--- src/rtl/wavetable_voice_mixer_defines.svh ---
// assertion macros for the wavetable voice mixer
`ifndef WAVETABLE_VOICE_MIXER_DEFINES_SVH
`define WAVETABLE_VOICE_MIXER_DEFINES_SVH

// same-cycle implication, checked out of reset
`define WVM_ASSERT_IMP(label, ante, cons, msg) \
  label: assert property (@(posedge clk) disable iff (!rst_n) (ante) |-> (cons)) \
    else $error(msg);

// next-cycle implication, checked out of reset
`define WVM_ASSERT_NXT(label, ante, cons, msg) \
  label: assert property (@(posedge clk) disable iff (!rst_n) (ante) |=> (cons)) \
    else $error(msg);

`endif

--- src/rtl/wvm_pkg.sv ---
// shared types and constants of the wavetable voice mixer
`default_nettype none
package wvm_pkg;

  localparam int NUM_VOICES = 16;
  localparam int NUM_TABLES = 8;
  localparam int TABLE_SIZE = 1024;
  localparam int OSCS       = 5;
  localparam int OSC_DEPTH  = NUM_VOICES * OSCS;
  localparam int OSC_AW     = $clog2(OSC_DEPTH);
  localparam int WT_DEPTH   = NUM_TABLES * TABLE_SIZE;
  localparam int WT_AW      = $clog2(WT_DEPTH);

  localparam int SPD_W = 26;
  localparam int POS_W = 25;
  localparam int TAB_W = 3;
  localparam int SMP_W = 16;
  localparam int INC_W = 27;
  localparam int VSM_W = 32;
  localparam int SUM_W = 53;
  localparam int NUM_W = 22;
  localparam int CNT_W = 5;

  localparam int MUL_A_W = 42;
  localparam int MUL_B_W = 18;
  localparam int MUL_P_W = MUL_A_W + MUL_B_W;
  localparam int DVD_W   = 23;

  localparam logic [POS_W-1:0] ONE_Q24 = POS_W'(1) << 24;
  localparam logic [15:0]      SAT_MAX = 16'h7fff;
  localparam logic [15:0]      SAT_MIN = 16'h8000;

  // actions
  localparam logic [1:0] ACT_TICK  = 2'd0;
  localparam logic [1:0] ACT_PARAM = 2'd1;
  localparam logic [1:0] ACT_TABLE = 2'd2;

  // parameter selects
  localparam logic [4:0] P_ENABLE = 5'd0;
  localparam logic [4:0] P_PAN    = 5'd1;
  localparam logic [4:0] P_SPD0   = 5'd2;
  localparam logic [4:0] P_POS0   = 5'd7;
  localparam logic [4:0] P_TAB0   = 5'd12;
  localparam logic [4:0] P_LAST   = 5'd16;

  // oscillators of a voice
  localparam logic [2:0] OSC_WAVE = 3'd0;
  localparam logic [2:0] OSC_SENV = 3'd1;
  localparam logic [2:0] OSC_SMOD = 3'd2;
  localparam logic [2:0] OSC_AENV = 3'd3;
  localparam logic [2:0] OSC_AMOD = 3'd4;

  typedef enum logic [3:0] {
    S_IDLE, S_VOICE, S_RD, S_UPD, S_TAB, S_MUL, S_MWAIT, S_DIV, S_DWAIT, S_OUT
  } wvm_state_t;

  typedef enum logic [2:0] {
    M_SPD_ENV, M_SPD_MOD, M_AMP_MOD, M_AMP_ENV, M_PAN_L, M_PAN_R
  } wvm_mop_t;

endpackage
`default_nettype wire

--- src/rtl/wvm_serial_mult.sv ---
// bit-serial signed multiplier, one multiplier bit per cycle
`default_nettype none
module wvm_serial_mult (
  input  wire logic                                clk,
  input  wire logic                                rst_n,
  input  wire logic                                start,
  input  wire logic signed [wvm_pkg::MUL_A_W-1:0]  a,
  input  wire logic signed [wvm_pkg::MUL_B_W-1:0]  b,
  output logic                                     busy,
  output logic                                     done,
  output logic signed [wvm_pkg::MUL_P_W-1:0]       p
);
  import wvm_pkg::*;

  localparam int HI_W = MUL_A_W + 1;
  localparam int CW   = $clog2(MUL_B_W);

  logic signed [HI_W-1:0]    hi_r, hi_nxt;
  logic [MUL_B_W-1:0]        lo_r, lo_nxt;
  logic signed [MUL_A_W-1:0] a_r;
  logic [CW-1:0]             cnt_r;
  logic                      busy_r, done_r;
  logic                      last;
  logic signed [HI_W:0]      addend, tsum;

  always_comb begin
    last   = (cnt_r == CW'(MUL_B_W - 1));
    addend = '0;
    // sign bit of the multiplier carries negative weight
    if (lo_r[0]) begin
      addend = last ? -((HI_W+1)'(a_r)) : (HI_W+1)'(a_r);
    end
    tsum   = (HI_W+1)'(hi_r) + addend;
    hi_nxt = tsum[HI_W:1];
    lo_nxt = {tsum[0], lo_r[MUL_B_W-1:1]};
  end

  always_ff @(posedge clk) begin
    if (!rst_n) begin
      busy_r <= 1'b0;
      done_r <= 1'b0;
      cnt_r  <= '0;
    end else begin
      done_r <= 1'b0;
      if (start) begin
        busy_r <= 1'b1;
        cnt_r  <= '0;
      end else if (busy_r) begin
        cnt_r <= cnt_r + CW'(1);
        if (last) begin
          busy_r <= 1'b0;
          done_r <= 1'b1;
        end
      end
    end
  end

  always_ff @(posedge clk) begin
    if (start) begin
      hi_r <= '0;
      lo_r <= b;
      a_r  <= a;
    end else if (busy_r) begin
      hi_r <= hi_nxt;
      lo_r <= lo_nxt;
    end
  end

  assign busy = busy_r;
  assign done = done_r;
  assign p    = {hi_r[MUL_A_W-1:0], lo_r};

endmodule
`default_nettype wire

--- config.mk ---
export PLATFORM = sky130hd
export DESIGN_NAME = wvm_serial_mult
export DESIGN_NICKNAME = d
export VERILOG_FILES = /design/src/rtl/wavetable_voice_mixer_defines.svh /design/src/rtl/wvm_pkg.sv /design/src/rtl/wvm_serial_mult.sv
export SDC_FILE = /design/constraint.sdc
export NUM_CORES = 1
export LEC_CHECK = 0
export BUFFER_PORTS_ARGS = -buffer_cell sky130_fd_sc_hd__buf_2
export CORE_AREA = 2 2 116 129
export CTS_CLUSTER_SIZE = 30
export DETAILED_ROUTE_END_ITERATION = 6
export DIE_AREA = 0 0 118 131
export PLACE_DENSITY_LB_ADDON = 0.3
export SYNTH_ARGS = -nofsm -noshare
export SYNTH_HDL_FRONTEND = slang
export SYNTH_SLANG_ARGS = --single-unit
--- constraint.sdc ---
create_clock -name clk -period 6.8 [get_ports clk]
set_input_delay 0 -clock clk [delete_from_list [all_inputs] [get_ports clk]]
set_output_delay 0 -clock clk [all_outputs]
set_load 0.01 [all_outputs]
After elaboration in Yosys (flattened, before gate mapping)
Index checks and enable logic that the tools add are counted.

cells by class
  $add $sub $neg = 3
  equality and inequality tests = 1
  muxes and demuxes = 8
  bitwise logic cells = 2
  reductions and logical operators = 3

operator list
  kind                 count
  $mux 44              2
  $add 43x44->44       1
  $neg 42->44          1
  $mux 18              2
  $add 5x1->5 const B  1
  $eq 5x5->1 const B   1
  $mux 1               4
  $reduce_or 3->1      1
  $not 1->1            2
  $reduce_bool 2->1    1
  $reduce_or 2->1      1

storage, ports and cells
  flip-flop bits (word level) = 110
  input port bits = 63
  output and inout bits = 62
  logic and storage cells = 23

Longest topological paths before layout
Gate-level depths: netlist of the first run.

  depth in word-level cells = 6
  gate-level depth with buffers = 22
  gate-level depth less buffers = 22

Worst setup path before layout of the first run
OpenSTA, ideal clock, no wires.

  path kind = register -> register
  start = register a_r[0]
  end = register hi_r[40]
  library setup time = 0.117 ns
  arrival time = 4.695 ns
  data required time = 6.683 ns
  slack = 1.988 ns
  cell stages (with the launch flop) = 23
  buffers on the path = 0
  period minus slack after synthesis = 4.812 ns
  cells stage by stage = edfxtp_1 inv_1 ha_1 nor4b_1 nand3_1 nor3_1 nand3b_1 or3_1 a21oi_2 o21ai_0 xor2_1 and2_1 ha_1 a21o_1 a21o_1 a21o_1 a21o_1 a21o_1 a21o_1 a21oi_1 o31ai_1 xor2_1 a22o_1

between the ends
  longest elaborated chain between the ends = 4

RTL lines
  what                      line                   RTL
  start: declaration        wvm_serial_mult.sv:20  logic signed [MUL_A_W-1:0] a_r;
  start signal: assignment  wvm_serial_mult.sv:62  a_r <= a;
  $neg 42->44               wvm_serial_mult.sv:31  addend = last ? -((HI_W+1)'(a_r)) : (HI_W+1)'(a_r);
  $mux 44 *                 wvm_serial_mult.sv:31
  $mux 44 *                 wvm_serial_mult.sv:30  if (lo_r[0]) begin
  $add 43x44->44 *          wvm_serial_mult.sv:33  tsum = (HI_W+1)'(hi_r) + addend;
  end signal: assignment    wvm_serial_mult.sv:64  hi_r <= hi_nxt;
  end: declaration          wvm_serial_mult.sv:18  logic signed [HI_W-1:0] hi_r, hi_nxt;

Mark *: on every way between the ends. The rest lies on a longest branch, timed or not.
A chain may end at the register's enable or synchronous reset.

Worst setup path in the final report of the first run
  start = register a_r[0]
  end = register hi_r[42]

The elaborated chain is that of the path after synthesis.

==> reports/metrics.yaml, run 1 <==
whs_path_depth: 2
layout-drive-gt1-share: 0.187
place_area_um2: 8100
cts_tree: "built"
ctsHoldBuffers: 61
r2r-start: "a_r[0]"
drc_errors: 0
io_buffers: 124
startpoint_type: "register"
synth_top_area_share: 0.235
grt_pass1_vias: 5913
relSlewSlack: 0.310
outcome: "complete, no violations"
via_per_inst: 5.54
place_hpwl_mm: 12.9
yosysMostFrequentCell: "nor2_1"
netlist_instances: 838
cp.arrival_ns: 5.83
cts-root-buf: "clkbuf_16"
r2r_cells: 19
ys_ff_latch: 110
ys_types: 70
dr.pass1.iters: 5
avgRoutedWirePerCell_um: 15.9
finish.net_count: 1063
grt_max_degree: 74
wirelength_mm: 18.3
crit_fanout: 10
pin_count: 125
grt_antenna_before_repair: 0
yosys_warnings: 0
syn_area_um2: 7670
reg2reg_slack_ns: 1.27
synth.area.top_cells: "edfxtp_1 23%, dfxtp_1 13%, ha_1 7.5%"
start_util: 0.540
cts_resized: 0
rsz0062_at_grt: "false"
tns_ns: 0
vdd_drop_max_mv: 0.145
synthFlopType: "edfxtp_1"
cp.required_ns: 7.10
fin_crit_ns: 5.53
worst_pin_slew_ns: 1.03
power_uw: 1790
post-route-period-util: 0.813
grt_pass1_wl_mm: 29.5
path_delay_family: "simple AND/OR/NAND/NOR gates"
maxSlewViolCount: 0
diodes: 0
rows: 46
maxCapViolations: 0
cpPeakStageDelay_ns: 0.64
yosysTopAreaCell: "edfxtp_1"
reg2reg_to: "hi_r[42]"
crit_top_cell: "a21oi_1"
cts_made_buffers: 9
ant_nets: 0
core-area_um2: 14200
leakagePower_uw: 0.00399
cts_setup_buffers: 0
ys_seq_area_frac: 0.365
min_path_type: "primary input to register"
setup.worst_path.class: "register to register"
hold_viol: 0
cp_num_buf_inv: 1
worstPathCellList: "inv_1 > ha_1 > nor4b_1 > nand3_1 > nor3_1 > nand3b_1 > or3_1 > a21oi_2 > a21oi_1 > o21a_1 > ha_1 > a21oi_1 > o21ai_0 > a21oi_1 > and2_1 > a31oi_1 > a41oi_1 > or4b_2 > nand4_1"
routed-via-count: 6369
die_y_um: 131
synth_edf_count: 60
synth_common_cells: "70 x nor2_1, 65 x a21oi_1, 60 x edfxtp_1"
cts.clk_slew.worst_paths_ns: 0.07
end_kind: "register"
hold_start: "start"
synth_nets: 948
whs_endpoint: "hi_r[32]"
cts_sinks: 110
ys_async_sr_fraction: 0
gpl.final_weighted_congestion: 0.914
area_growth_pct: 17.4
dieArea_um2: 15500
skew_ns: 0.00508
power_density_nw_per_um2: 199
clk_latency_ns: 0.36
avgSynthCellArea_um2: 9.16
dieWidth_um: 118
detail_route.iter0.violations: 318
clock.fmax_ghz: 0.181
cts_max_level: 3
overflow: 0
track_usage: 0.237
setup_viol: 0
cp_slowest_cell: "or4b_2"
final_cell_area_um2: 9010
final_util: 0.634
cts_buffer_depth: 2
-- power breakdown --
group | leakage [µW] | internal [µW] | switching [µW] | total (µW)
Sequential | 0.00100 | 763 | 50.5 | 814
Clock | 0.000144 | 287 | 253 | 540
Combinational | 0.00284 | 202 | 236 | 438
-- cell type report --
cell class                 count  area (µm²)
clock buffer                   9         225
clock inverter                 7        72.6
fill                        1225        5210
inverter                      21        78.8
multi-input combinational    621        4320
sequential                   110        2800
tap                          192         240
timing repair buffer         190        1270
-- worst max-delay path by stage --
stage / from / end / cells past startpoint
after global placement: a_r[0] / hi_r[40] / 22
final: a_r[0] / hi_r[42] / 19
after floorplan: a_r[0] / hi_r[40] / 22
after detailed placement: a_r[0] / hi_r[40] / 22
after global routing: a_r[0] / hi_r[42] / 19
after CTS: a_r[0] / hi_r[40] / 22
-- sequential cells by signal, summed over array words and instances, names as in the netlist --
signal,cells
a_r,42
busy,1
cnt_r,5
done,1
hi_r,43
lo_r,18
-- layer usage --
metal	up-vias	GRT usage	part of all wire
met5	-	0	0
met1	2926	0.325	0.47
met4	0	0.0801	0.017
met2	209	0.388	0.45
li1	3211	-	-
met3	23	0.0378	0.062
-- cells by family after synthesis --
kind of cell / Yosys count / synth area share
AO/OA/AOI/OAI: 207 / 0.176
XOR/XNOR: 70 / 0.0799
adder cells (fa/ha/maj): 47 / 0.0776
buffers and inverters: 107 / 0.0739
flip-flops: 110 / 0.365
multiplexers: 37 / 0.0512
AND/OR/NAND/NOR: 260 / 0.176
-- through the flow --
step,hold slack (ns),setup WS [ns],std cells
after floorplan,0.0989,1.99,838
final,0.0779,1.27,1150
after detailed placement,0.178,1.43,1073
after global routing,0.0954,0.747,1150
after CTS,0.0722,1.37,1150
after global placement,0.178,1.59,1073
-- placed cells by master, fill, tap and decap left out, drive strengths merged, types with 9 or more instances in the layout --
cell / n
or3: 10
buf: 129
ha: 46
nand4: 11
xor2: 29
a22o: 11
nor2b: 10
nor3: 22
o21a: 12
and2: 36
a21o: 29
mux2: 18
nand3: 17
o31ai: 10
inv: 23
clkbuf: 9
dlygate4sd3: 61
mux2i: 19
a21oi: 66
xnor2: 41
edfxtp: 60
dfxtp: 50
nand2: 46
o21ai: 38
nor2: 71
Note: power is estimated with default switching activity, not from simulation.
==> run 2, diff against run 1 <==
Settings changed: CORE_AREA 2 2 116 129 to 2 2 119 133, DIE_AREA 0 0 118 131 to 0 0 121 135.
Clock period 6.8 ns to 4.7 ns, I/O delays scaled along.
==> run 2 against run 1 <==
Register-to-register slack worse by 1.2 ns. Wire length up 8.0%. Setup slack worse by 1.2 ns. Sequential share of layout area down 2.3 points. Critical endpoint unchanged. Clock power up 49%. Via count up 3.2%. Critical path depth down 2. Largest power group unchanged. Die area up 5.7%. Count of clock-buffer cells in the layout up 2. First-iteration DRC count up 15%. Sequential power up 45%.
==> reports/metrics.yaml, run 2 (synthesis results as in run 1) <==
cts_made_buffers: 9  # unchanged
grt_pass1_wl_mm: 31.3  # +6.4%
rsz0062_at_grt: "true"
diodes: 0  # unchanged
gpl.final_weighted_congestion: 0.890  # -2.6%
cp.required_ns: 5.00  # -2.10 ns
grt_pass1_vias: 6394  # +8.1%
fin_crit_ns: 4.63  # -0.898 ns
cpPeakStageDelay_ns: 0.62  # -0.02 ns
leakagePower_uw: 0.00431  # +8.1%
cp_num_buf_inv: 2  # +1
worst_pin_slew_ns: 1.21  # +0.177 ns
wirelength_mm: 19.8  # +8.0%
overflow: 0  # unchanged
dieArea_um2: 16300  # +5.7%
dieWidth_um: 121  # +2.5%
power_uw: 2700  # +51%
setup_viol: 0  # unchanged
whs_endpoint: "hi_r[30]"
cts_buffer_depth: 2  # unchanged
cts_max_level: 3  # unchanged
ant_nets: 0  # unchanged
r2r_cells: 17  # -2
relSlewSlack: 0.191  # -0.118
layout_common_cells: "123 x buf_2, 69 x nor2_1, 66 x buf_4"
crit_fanout: 4  # -6
cp.arrival_ns: 4.93  # -0.90 ns
path_delay_family: "simple AND/OR/NAND/NOR gates"
drc_errors: 0  # unchanged
reg2reg_slack_ns: 0.07  # -1.20 ns
cts.clk_slew.worst_paths_ns: 0.08  # about the same
hold_start: "start"
hold_viol: 0  # unchanged
hold_slack_ns: 0.0402  # -0.0377 ns
pin_count: 125  # unchanged
skew_ns: 0.00823  # +0.00315 ns
routed-via-count: 6570  # +3.2%
whs_path_depth: 2  # unchanged
cp_slowest_cell: "or4b_2"
post-route-period-util: 0.985  # +0.172
finish.net_count: 1124  # +5.7%
maxSlewViolCount: 0  # unchanged
layout-drive-gt1-share: 0.269  # +0.0820
power_density_nw_per_um2: 278  # +40%
clock.fmax_ghz: 0.216  # +19%
io_buffers: 124  # unchanged
final_util: 0.653  # +0.0192
dr.pass1.iters: 5  # unchanged
avgRoutedWirePerCell_um: 16.3  # +2.2%
reg2reg_to: "hi_r[42]"
core-area_um2: 14900  # +4.7%
r2r-start: "a_r[17]"
vdd_drop_max_mv: 0.416  # +190%
worstPathCellList: "or4_4 > or4_1 > or4_4 > or2_4 > o41ai_4 > buf_4 > xnor2_1 > and2_4 > ha_4 > inv_1 > o21ai_2 > a21oi_2 > and2_1 > a31oi_2 > a41oi_1 > or4b_2 > nand4_1"
top_regs: "hi_r (43), a_r (42), lo_r (18)"
die_y_um: 135  # +3.1%
detail_route.iter0.violations: 365  # +15%
grt_antenna_before_repair: 0  # unchanged
tns_ns: 0  # unchanged
maxCapViolations: 0  # unchanged
final_common_cell: "buf_2"
min_path_type: "primary input to register"
cts_tree: "built"
end_kind: "register"
outcome: "complete, no violations"
place_hpwl_mm: 13.8  # +6.8%
largest_register: "hi_r"
cts_sinks: 110  # unchanged
largest_register_ffs: 43  # unchanged
place_area_um2: 8500  # +4.9%
track_usage: 0.241  # +0.00404
n_fill_cell: 1192  # -2.7%
via_per_inst: 5.41  # -2.4%
clk_latency_ns: 0.36  # about the same
crit_top_cell: "or4_4"
area_growth_pct: 26.6
rows: 47  # +2.2%
grt_max_degree: 77  # +4.1%
start_util: 0.516  # -0.0240
startpoint_type: "register"
setup.worst_path.class: "register to register"
cts-root-buf: "clkbuf_16"
final_cell_area_um2: 9720  # +7.8%
-- run 2: cell count changes in the layout (fill, tap and decap cells not counted), sizes merged --
cell	before	now
clkbuf	9	11
clkinv	3	1
buf	129	190
-- run 2: power by group --
part	leakage [µW]	total, µW	switching, µW	internal [µW]
combinational	0.00316	717	369	348
clock	0.000148	804	369	435
sequential	0.00100	1180	79.6	1100
-- run 2: layout make-up --
cell class                      instances  area, µm²  share of cell area
Clock inverter                          5       66.3             0.00683
Clock buffer                           11        243              0.0250
Inverter                               21       78.8             0.00811
Multi-Input combinational cell        621       4550               0.468
Tap cell                              196        245              0.0252
Sequential cell                       110       2800               0.289
Timing Repair Buffer                  251       1730               0.178
-- run 2: per-layer routing --
layer | GRT usage | vias up | part of all wire
met5 | 0 | - | 0
met4 | 0.0762 | 0 | 0.019
met3 | 0.0562 | 25 | 0.070
met2 | 0.391 | 208 | 0.46
met1 | 0.320 | 2999 | 0.45
li1 | - | 3338 | -
-- run 2: worst max path at each step --
stage	from	end	slack, ns	cells past startpoint
CTS	a_r[17]	hi_r[40]	-0.03	18
finish	a_r[17]	hi_r[42]	0.07	17
global placement	a_r[17]	hi_r[35]	-0.12	16
global route	a_r[1]	hi_r[42]	-0.15	18
floorplan	a_r[0]	hi_r[40]	-0.02	22
detailed placement	a_r[17]	hi_r[35]	-0.14	16
-- run 2: repair_timing --
| item | CTS | global route |
|---|---|---|
| resized for setup | 13 | 30 |
| pin swaps | 5 | 9 |
| hold buffers | 61 | 0 |
| setup buffers | 3 | 8 |
| endpoints found under the hold margin | 61 | 0 |
| setup endpoints to repair | 5 | 13 |
-- run 2: per-stage QoR --
step | worst slack [ns] | instances
finish | 0.0721 | 1215
global route | -0.150 | 1215
CTS | -0.0273 | 1207
detailed placement | -0.145 | 1127
global placement | -0.120 | 1127
floorplan | -0.0221 | 838
