File: src/rtl/wavetable_voice_mixer_defines.svh
// assertion macros for the wavetable voice mixer
`ifndef WAVETABLE_VOICE_MIXER_DEFINES_SVH
`define WAVETABLE_VOICE_MIXER_DEFINES_SVH

// same-cycle implication, checked out of reset
`define WVM_ASSERT_IMP(label, ante, cons, msg) \
  label: assert property (@(posedge clk) disable iff (!rst_n) (ante) |-> (cons)) \
    else $error(msg);

// next-cycle implication, checked out of reset
`define WVM_ASSERT_NXT(label, ante, cons, msg) \
  label: assert property (@(posedge clk) disable iff (!rst_n) (ante) |=> (cons)) \
    else $error(msg);

`endif

File: src/rtl/wvm_pkg.sv
// shared types and constants of the wavetable voice mixer
`default_nettype none
package wvm_pkg;

  localparam int NUM_VOICES = 16;
  localparam int NUM_TABLES = 8;
  localparam int TABLE_SIZE = 1024;
  localparam int OSCS       = 5;
  localparam int OSC_DEPTH  = NUM_VOICES * OSCS;
  localparam int OSC_AW     = $clog2(OSC_DEPTH);
  localparam int WT_DEPTH   = NUM_TABLES * TABLE_SIZE;
  localparam int WT_AW      = $clog2(WT_DEPTH);

  localparam int SPD_W = 26;
  localparam int POS_W = 25;
  localparam int TAB_W = 3;
  localparam int SMP_W = 16;
  localparam int INC_W = 27;
  localparam int VSM_W = 32;
  localparam int SUM_W = 53;
  localparam int NUM_W = 22;
  localparam int CNT_W = 5;

  localparam int MUL_A_W = 42;
  localparam int MUL_B_W = 18;
  localparam int MUL_P_W = MUL_A_W + MUL_B_W;
  localparam int DVD_W   = 23;

  localparam logic [POS_W-1:0] ONE_Q24 = POS_W'(1) << 24;
  localparam logic [15:0]      SAT_MAX = 16'h7fff;
  localparam logic [15:0]      SAT_MIN = 16'h8000;

  // actions
  localparam logic [1:0] ACT_TICK  = 2'd0;
  localparam logic [1:0] ACT_PARAM = 2'd1;
  localparam logic [1:0] ACT_TABLE = 2'd2;

  // parameter selects
  localparam logic [4:0] P_ENABLE = 5'd0;
  localparam logic [4:0] P_PAN    = 5'd1;
  localparam logic [4:0] P_SPD0   = 5'd2;
  localparam logic [4:0] P_POS0   = 5'd7;
  localparam logic [4:0] P_TAB0   = 5'd12;
  localparam logic [4:0] P_LAST   = 5'd16;

  // oscillators of a voice
  localparam logic [2:0] OSC_WAVE = 3'd0;
  localparam logic [2:0] OSC_SENV = 3'd1;
  localparam logic [2:0] OSC_SMOD = 3'd2;
  localparam logic [2:0] OSC_AENV = 3'd3;
  localparam logic [2:0] OSC_AMOD = 3'd4;

  typedef enum logic [3:0] {
    S_IDLE, S_VOICE, S_RD, S_UPD, S_TAB, S_MUL, S_MWAIT, S_DIV, S_DWAIT, S_OUT
  } wvm_state_t;

  typedef enum logic [2:0] {
    M_SPD_ENV, M_SPD_MOD, M_AMP_MOD, M_AMP_ENV, M_PAN_L, M_PAN_R
  } wvm_mop_t;

endpackage
`default_nettype wire

File: src/rtl/wvm_serial_div.sv
// bit-serial floor division of a signed sum by the voice count, saturated to q1.15
`default_nettype none
module wvm_serial_div (
  input  wire logic                              clk,
  input  wire logic                              rst_n,
  input  wire logic                              start,
  input  wire logic signed [wvm_pkg::NUM_W-1:0]  num,
  input  wire logic [wvm_pkg::CNT_W-1:0]         den,
  output logic                                   busy,
  output logic                                   done,
  output logic [15:0]                            q
);
  import wvm_pkg::*;

  localparam int CW = $clog2(DVD_W);

  logic [DVD_W-1:0] dvd_r, dvd_nxt;
  logic [CNT_W-1:0] den_r;
  logic [CNT_W-2:0] rem_r, rem_nxt;
  logic [CW-1:0]    cnt_r;
  logic             neg_r, busy_r, done_r;
  logic [CNT_W-1:0] trial;
  logic             qbit, last;
  logic [DVD_W-1:0] num_ext, start_mag;

  always_comb begin
    last      = (cnt_r == CW'(DVD_W - 1));
    trial     = {rem_r, dvd_r[DVD_W-1]};
    qbit      = (trial >= den_r);
    rem_nxt   = qbit ? (CNT_W-1)'(trial - den_r) : trial[CNT_W-2:0];
    dvd_nxt   = {dvd_r[DVD_W-2:0], qbit};
    num_ext   = DVD_W'(num);
    // negative sums: -num + den - 1 so that the quotient rounds toward minus infinity
    start_mag = num[NUM_W-1] ? (~num_ext + DVD_W'(den)) : num_ext;
  end

  always_comb begin
    if (!neg_r) begin
      q = (dvd_r > DVD_W'(SAT_MAX)) ? SAT_MAX : dvd_r[15:0];
    end else begin
      q = (dvd_r > DVD_W'(SAT_MIN)) ? SAT_MIN : 16'(~dvd_r[15:0] + 16'd1);
    end
  end

  always_ff @(posedge clk) begin
    if (!rst_n) begin
      busy_r <= 1'b0;
      done_r <= 1'b0;
      cnt_r  <= '0;
    end else begin
      done_r <= 1'b0;
      if (start) begin
        busy_r <= 1'b1;
        cnt_r  <= '0;
      end else if (busy_r) begin
        cnt_r <= cnt_r + CW'(1);
        if (last) begin
          busy_r <= 1'b0;
          done_r <= 1'b1;
        end
      end
    end
  end

  always_ff @(posedge clk) begin
    if (start) begin
      dvd_r <= start_mag;
      den_r <= den;
      rem_r <= '0;
      neg_r <= num[NUM_W-1];
    end else if (busy_r) begin
      dvd_r <= dvd_nxt;
      rem_r <= rem_nxt;
    end
  end

  assign busy = busy_r;
  assign done = done_r;

endmodule
`default_nettype wire

File: config.mk
export PLATFORM = sky130hd
export DESIGN_NAME = wvm_serial_div
export DESIGN_NICKNAME = d
export VERILOG_FILES = /design/src/rtl/wavetable_voice_mixer_defines.svh /design/src/rtl/wvm_pkg.sv /design/src/rtl/wvm_serial_div.sv
export SDC_FILE = /design/constraint.sdc
export NUM_CORES = 1
export LEC_CHECK = 0
export BUFFER_PORTS_ARGS = -buffer_cell sky130_fd_sc_hd__buf_2
export CAP_MARGIN = 20
export CORE_ASPECT_RATIO = 0.6
export CORE_MARGIN = 1.5
export CORE_UTILIZATION = 40
export CTS_CLUSTER_SIZE = 10
export DETAILED_ROUTE_END_ITERATION = 10
export SYNTH_ARGS = -nofsm -noshare
export SYNTH_HDL_FRONTEND = slang
export SYNTH_SLANG_ARGS = --single-unit
File: constraint.sdc
create_clock -name clk -period 3.55 [get_ports clk]
set_input_delay 0.355 -clock clk [delete_from_list [all_inputs] [get_ports clk]]
set_output_delay 0.355 -clock clk [all_outputs]
set_load 0.02 [all_outputs]
=== Yosys cells after proc, flatten, opt, wreduce, memory -nomap -nowiden ===
Cells that the tools add are included.
W data, S select, Z words.

* Register bits after elaboration: 40
* ROM bits: 0
* Bits in writable memories: 0
* Memories kept: 0
* Logic and storage cells: 33
* Bits in latches: 0
* Input bits: 30

* Reductions and logical operators: 3
* Divide/modulo/power cells: 0
* Multiplexer cells: 11
* Multiply operators: 0
* Bitwise logic cells: 4
* Order comparisons: 3
* Equal/unequal tests: 1
* Add/subtract/negate cells: 4
* Shift operators: 0

{| class="wikitable"
|+ Operator list
! kind !! count
|-
| $mux W23 || 3
|-
| $mux W16 || 3
|-
| $add A23 B5 Y23 || 1
|-
| $gt A23 B15 Y1 const B || 1
|-
| $gt A23 B16 Y1 const B || 1
|-
| $not A23 Y23 || 1
|-
| $add A16 B1 Y16 const B || 1
|-
| $not A16 Y16 || 1
|-
| $add A5 B1 Y5 const B || 1
|-
| $eq A5 B5 Y1 const B || 1
|-
| $ge A5 B5 Y1 || 1
|-
| $mux W1 || 4
|-
| $mux W4 || 1
|-
| $sub A4 B4 Y4 || 1
|-
| $reduce_or A3 Y1 || 1
|-
| $not A1 Y1 || 2
|-
| $reduce_bool A2 Y1 || 1
|-
| $reduce_or A2 Y1 || 1
|}

=== Longest topological paths before layout ===
Gate-level depths: netlist of run 1.

* Depth after elaboration: 4
* Depth in mapped cells: 8

=== Least setup slack after synthesis of run 1 ===
No wires, ideal clock.

* Path type: register -> output
* Start point: reg dvd_r[0]
* End point: out q[12]
* Data arrival time: 2.321 ns
* Data required time: 3.195 ns
* Path buffers: 1
* Cell stages (with the launch flop): 9
* Path slack: 0.874 ns
* Cell sequence: edfxtp_1 inv_1 ha_1 nor3b_1 nand4_1 a211oi_1 buf_2 a211oi_1 a21oi_1

* Cells in the longest elaborated chain, start to end: 4
* Elaborated cells between the ends (all ways): 7

{| class="wikitable"
|+ RTL lines
! element !! RTL line !! text
|-
| start: declaration || wvm_serial_div.sv:17 || <nowiki>logic [DVD_W-1:0] dvd_r, dvd_nxt;</nowiki>
|-
| start signal: assignment || wvm_serial_div.sv:67 || <nowiki>dvd_r <= start_mag;</nowiki>
|-
| start signal: assignment || wvm_serial_div.sv:72 || <nowiki>dvd_r <= dvd_nxt;</nowiki>
|-
| $not A16 Y16 || wvm_serial_div.sv:41 || <nowiki>q = (dvd_r > DVD_W'(SAT_MIN)) ? SAT_MIN : 16'(~dvd_r[15:0] + 16'd1);</nowiki>
|-
| $add A16 B1 Y16 || wvm_serial_div.sv:41 ||
|-
| $mux W16 || wvm_serial_div.sv:41 ||
|-
| $mux W16 * || wvm_serial_div.sv:38 || <nowiki>if (!neg_r) begin</nowiki>
|-
| end: declaration || wvm_serial_div.sv:11 || <nowiki>output logic [15:0] q</nowiki>
|}

Every way passes the cells marked *; elsewhere a longest branch is shown, timed or not.

=== Worst setup path in the final report of run 1 ===
* Start point: reg dvd_r[0]
* End point: out q[8]

Same word-level chain as after synthesis.

==> impl_metrics.ini, run 1 <==
[cells_and_area]
diodes = 0
final_core_util_pct = 47.96
layoutNonFillerInstCount = 486
syn_to_final_growth_pct = 16.07
final_layout_size_suffix_gt1_share_pct = 17.02
nNetsFinal = 427

[sta]
drv_slew = 0
period_share_pct = 83.39
finalSetupTns_ps = 0
clock.fmax_mhz = 337.8
fin_skew_ps = 6.422
maxSlewHeadroom_pct = 32.95
setup-violations-final = 0
hold_viol = 0
fin_crit_ps = 2960
rsz0062_at_grt = no
worst_slew_pin_slew_ps = 1003

[drt]
drtAntennaViolNets = 0
routed_wl_mm = 7.736
wl_met3_um = 448
drtIter0Drc = 172
via_per_inst = 5.700
top_layer = met4
wl_met2_mm = 3.062
drc = 0
vias = 2770
drt_first_pass_iters = 4
wl_met1_mm = 4.153
wl_per_cell_um = 15.92

[worst_setup_path]
cp_slowest_stage_delay_ps = 500
cp_top_family = simple AND/OR/NAND/NOR gates
end_kind = output pin
cp_num_buf_inv = 2
crit_top_cell = or3_1
crit_path_start_kind = register
cp_max_fo = 7
critical_path_class = register to output pin
crit_arrival_ps = 2610
worstPathRequired_ps = 3190
cp_cell_sequence = inv_1 -> ha_1 -> or3b_1 -> or3_1 -> or3_1 -> o21a_1 -> a21oi_1 -> buf_2
cp_slowest_cell = edfxtp_1

[grt]
grt_start_max_net_pins = 57
grt_pass1_wl_mm = 13.13
antenna_found_initial = 0
gr-usage-all-layers_pct = 20.72
grt_pass1_vias = 2565
grt_remaining_overflow = 0

[placed_design]
dp.cells = 478
io_buffers = 47
place_hpwl_mm = 5.705
gp_congestion = 0.8408

[hold_path]
timing.hold.worst.class = primary input to register

[pwr]
vdd_drop_max_v = 0.0001787
p_leak_nw = 1.316
powerDensity_mw_per_mm2 = 421.8

[floorplanning]
die_h_um = 69.98
die_area_sq_mm = 0.008021
die_x_um = 114.6
initial_core_util_pct = 41.32
ioPinCount = 48
rows = 24
coreArea_sq_mm = 0.007237

[yosys]
ys_seq_elements = 40
syn-mean-instance-area_sq_um = 8.718
netlist_instances = 343
synthAdderAreaFrac_pct = 7.197
synth-async-reset-ratio_pct = 0
ys_warn_count = 0
muxShareOfSynthArea_pct = 1.004
synth_edf_count = 29
synth_top_area_share_pct = 29.12
yosysTopAreaCell = edfxtp_1
syn_nets = 389
synth-main-ff-cell = edfxtp_1
synthMostInstantiatedCell = nor2_1
synth_top_family_by_area = compound AO/OA/AOI/OAI gates
synth_compound_area_share_pct = 24.18
synthTopCellsByCount = 41 x nor2_1, 35 x a21oi_1, 29 x edfxtp_1, 26 x inv_1, 17 x clkbuf_1
yosys-top-cells-area = edfxtp_1 29%, dfxtp_1 7.4%, a21oi_1 5.9%, ha_1 5.9%, nor2_1 5.1%
synthXorXnorAreaFrac_pct = 6.736
synth-simple-area-share_pct = 18.54
netlist_area_sq_mm = 0.002990
yosysUniqueCellTypes = 49
ys_seq_area_share_pct = 36.49

[clock_tree]
clock-sinks = 40
path_clk_slew_ps = 60
hold_buffers = 0
cts_tree = done
htree_num_levels = 2
cts_buffer_depth = 2
cts_buffers = 5
clk_latency_ps = 290
cts-root-buf = clkbuf_16
ctsResizeCount = 0
post_cts.repair.setup_buffers = 0

[run]
drv_cap = 0

[status]
status = finished, final reports clean
==> layout by cell type, fill, tap and decap left out, types with 3 or more instances in the layout <==
cell        n
a211oi_1    7
a21o_1      3
a21oi_1    35
a221o_1    10
a311oi_1    3
a31oi_1     7
buf_2      47
buf_4       4
clkbuf_16   5
dfxtp_1    11
edfxtp_1   29
ha_1       14
inv_1      26
mux2i_1     3
nand2_1    11
nand3_1     4
nand4_1     8
nand4b_1    3
nor2_1     41
nor2b_1     5
nor3_1     11
nor4_1      6
o21a_1      4
o21ai_0    10
o21ai_1     8
o41ai_1     3
or2_2       4
or3_1       6
or4_1       4
xnor2_1    13
xor2_1     10
==> metal layers <==
metal / global-route usage (%) / up-vias
li1: - / 1368
met1: 32.93 / 1304
met2: 28.61 / 91
met3: 3.819 / 7
met4: 4.583 / 0
met5: 0 / -
==> state kept, by name, summed over array words and instances, names as in the netlist <==
| register | flops |
|---|---|
| busy | 1 |
| neg_r | 1 |
| den_r | 5 |
| done | 1 |
| dvd_r | 23 |
| rem_r | 4 |
| cnt_r | 5 |
==> power by group <==
part | switching, mW | leakage [nW] | internal [mW]
combinational | 0.192 | 0.861 | 0.139
sequential | 0.0710 | 0.377 | 0.557
clock | 0.179 | 0.0789 | 0.327
==> cell type report <==
type	instances	area (sq um)
Inverter	26	97.59
Multi-Input combinational cell	257	1724
Sequential cell	40	1091
Clock buffer	5	125.1
Clock inverter	3	37.54
Fill cell	704	3766
Tap cell	104	130.1
Timing Repair Buffer	51	265.3
==> worst paths after layout <==
kind,start,to,slack [ps],cells past startpoint
min reg2reg,rem_r[0],rem_r[0],520,2
max reg2reg,den_r[1],rem_r[3],1470,7
min,den[0],den_r[0],260,1
max,dvd_r[0],q[8],590,8
==> logic make-up after synthesis <==
| family | count (synthesis) |
|---|---|
| xor gates and xnor gates | 23 |
| and+or+nand+nor | 108 |
| AOI/OAI and AO/OA | 107 |
| DFF | 40 |
| buffers and inverters | 46 |
| muxes | 3 |
| adders and majority gates | 16 |
==> through the flow <==
| step | setup WS [ps] | power [mW] | hold WS (ps) | instance area [sq um] |
|---|---|---|---|---|
| after CTS | 591.4 | 1.472 | 256.0 | 3471 |
| after global placement | 950.7 | 0.9582 | 501.5 | 3308 |
| after floorplan | 873.6 | 0.8486 | 453.9 | 2990 |
| after detailed placement | 895.0 | 0.9636 | 517.4 | 3308 |
| final | 589.6 | 1.464 | 264.3 | 3471 |
| after global routing | 336.0 | 1.545 | 258.1 | 3471 |
No activity file was read; power rests on OpenSTA's default activity.
==> inputs of run 2 (changes only) <==
==> constraint.sdc (replaced) <==
create_clock -name clk -period 2.7 [get_ports clk]
set_input_delay 0.27 -clock clk [delete_from_list [all_inputs] [get_ports clk]]
set_output_delay 0.27 -clock clk [all_outputs]
set_load 0.02 [all_outputs]
==> run 2 against run 1 <==
Net effect:
- worst hold slack got worse by 77 ps
- sequential power increased by 29%
- critical path depth unchanged
- die area unchanged
- via count increased by 1.4%
- wire length increased by 0.74%
- critical path type unchanged
- critical endpoint unchanged
- largest cell class unchanged
==> impl_metrics.ini, run 2 (synthesized netlist as in run 1, its figures left out) <==
[sta]
whs_ps = 187.6
setup-violations-final = 0
rsz0062_at_grt = yes
fin_crit_ps = 2667
clock.fmax_mhz = 375.0
drv_slew = 0
maxSlewHeadroom_pct = 57.89
hold_viol = 0
worst_slew_pin_slew_ps = 630.8
finalSetupTns_ps = 0
period_share_pct = 98.77
fin_skew_ps = 11.77

[grt]
grt_pass1_vias = 2603
grt_start_max_net_pins = 42
grt_remaining_overflow = 0
antenna_found_initial = 0
grt_pass1_wl_mm = 12.92
gr-usage-all-layers_pct = 20.04

[clock_tree]
cts_buffer_depth = 2
htree_num_levels = 2
hold_buffers = 0
cts_tree = done
cts-root-buf = clkbuf_16
clock-sinks = 40
cts_buffers = 5
path_clk_slew_ps = 60
clk_latency_ps = 280

[floorplanning]
die_area_sq_mm = 0.008021
rows = 24
initial_core_util_pct = 41.32
die_x_um = 114.6
coreArea_sq_mm = 0.007237
ioPinCount = 48
die_h_um = 69.98

[drt]
vias = 2809
routed_wl_mm = 7.793
wl_per_cell_um = 15.49
drt_first_pass_iters = 5
drtIter0Drc = 200
drc = 0
via_per_inst = 5.584
drtAntennaViolNets = 0

[worst_setup_path]
critical_path_class = register to output pin
crit_path_start_kind = register
cp_cell_sequence = inv_2 -> ha_4 -> or3b_4 -> or3_4 -> or3_4 -> o21a_1 -> a21oi_2 -> buf_4
cp_slowest_cell = edfxtp_1
end_kind = output pin
crit_top_cell = or3_4
worstPathRequired_ps = 2430
crit_arrival_ps = 2400
reg2reg_slack_ps = 660
cp_max_fo = 4
cp_slowest_stage_delay_ps = 400

[cells_and_area]
syn_to_final_growth_pct = 21.92
largestRegisters = dvd_r x23, cnt_r x5, den_r x5
largest_reg_flops = 23
regMostFlops = dvd_r
nNetsFinal = 444
diodes = 0
final_layout_size_suffix_gt1_share_pct = 24.06
final_common_cell = buf_2
mostFrequentLayoutCells = 46 x buf_2, 41 x nor2_1, 34 x a21oi_1

[status]
status = finished, final reports clean

[pwr]
vdd_drop_max_v = 0.0003147
p_leak_nw = 1.397
powerDensity_mw_per_mm2 = 519.1

[run]
drv_cap = 0

[placed_design]
gp_congestion = 0.8771
io_buffers = 47
place_hpwl_mm = 5.672

[hold_path]
timing.hold.worst.class = primary input to register
==> run 2: changes by cell type in the layout (fill, tap and decap cells not counted), sizes merged <==
cell	change
clkbuf	+1
clkinv	-1
clkinvlp	+1
bufinv	-1
buf	+17
==> run 2: final cells by class <==
class	count	area, sq um
flip-flops and latches	40	1091
well taps	104	130.1
multi-input cells	257	1790
clock inverters	2	12.51
inverters	26	97.59
repair buffers	68	395.4
clock buffers	6	128.9
fillers	710	3591
==> run 2: timing repair <==
item                                    CTS  global route
setup buffers                             0             5
endpoints found under the setup margin    1            13
pin swaps                                 1             3
resized for setup                         7             9
gates cloned                              0             0
==> run 2: through the flow <==
stage	util [%]	area (sq um)	setup slack (ps)	power [mW]	cells
3_3_place_gp	46.96	3398	291.4	1.279	490
2_1_floorplan	-	2990	108.6	1.116	343
6_report	50.38	3646	33.34	1.893	503
4_1_cts	49.29	3567	14.74	1.879	498
5_1_grt	50.38	3646	-30.39	1.997	503
3_5_place_dp	46.96	3398	250.0	1.286	490
==> run 2: routing by layer <==
layer	track usage, %	share of wire, %	vias to the layer above
li1	-	-	1395
met1	32.93	52	1309
met2	26.75	40	101
met3	3.906	7.7	4
met4	3.333	0.41	0
met5	0	0	-
==> run 2: path summary, 6_finish.rpt <==
kind	end	startpoint	cells past startpoint
max	q[8]	dvd_r[1]	8
min reg2reg	rem_r[2]	rem_r[2]	2
max reg2reg	rem_r[3]	den_r[1]	7
min	den_r[2]	den[2]	1
==> run 2: where the power goes <==
part           switching, mW  internal (mW)  total (mW)
Sequential            0.0787          0.731       0.810
Combinational          0.281          0.220       0.501
Clock                  0.241          0.341       0.582
==> run 2: worst max-delay path, delay by kind of cell, from the launching register on <==
kind / cells / cell delay, ps
flip-flops: 1 / 400
AO/OA/AOI/OAI: 2 / 300
adder cells (fa/ha/maj): 1 / 140
AND/OR/NAND/NOR: 3 / 1060
buffers and inverters: 2 / 230
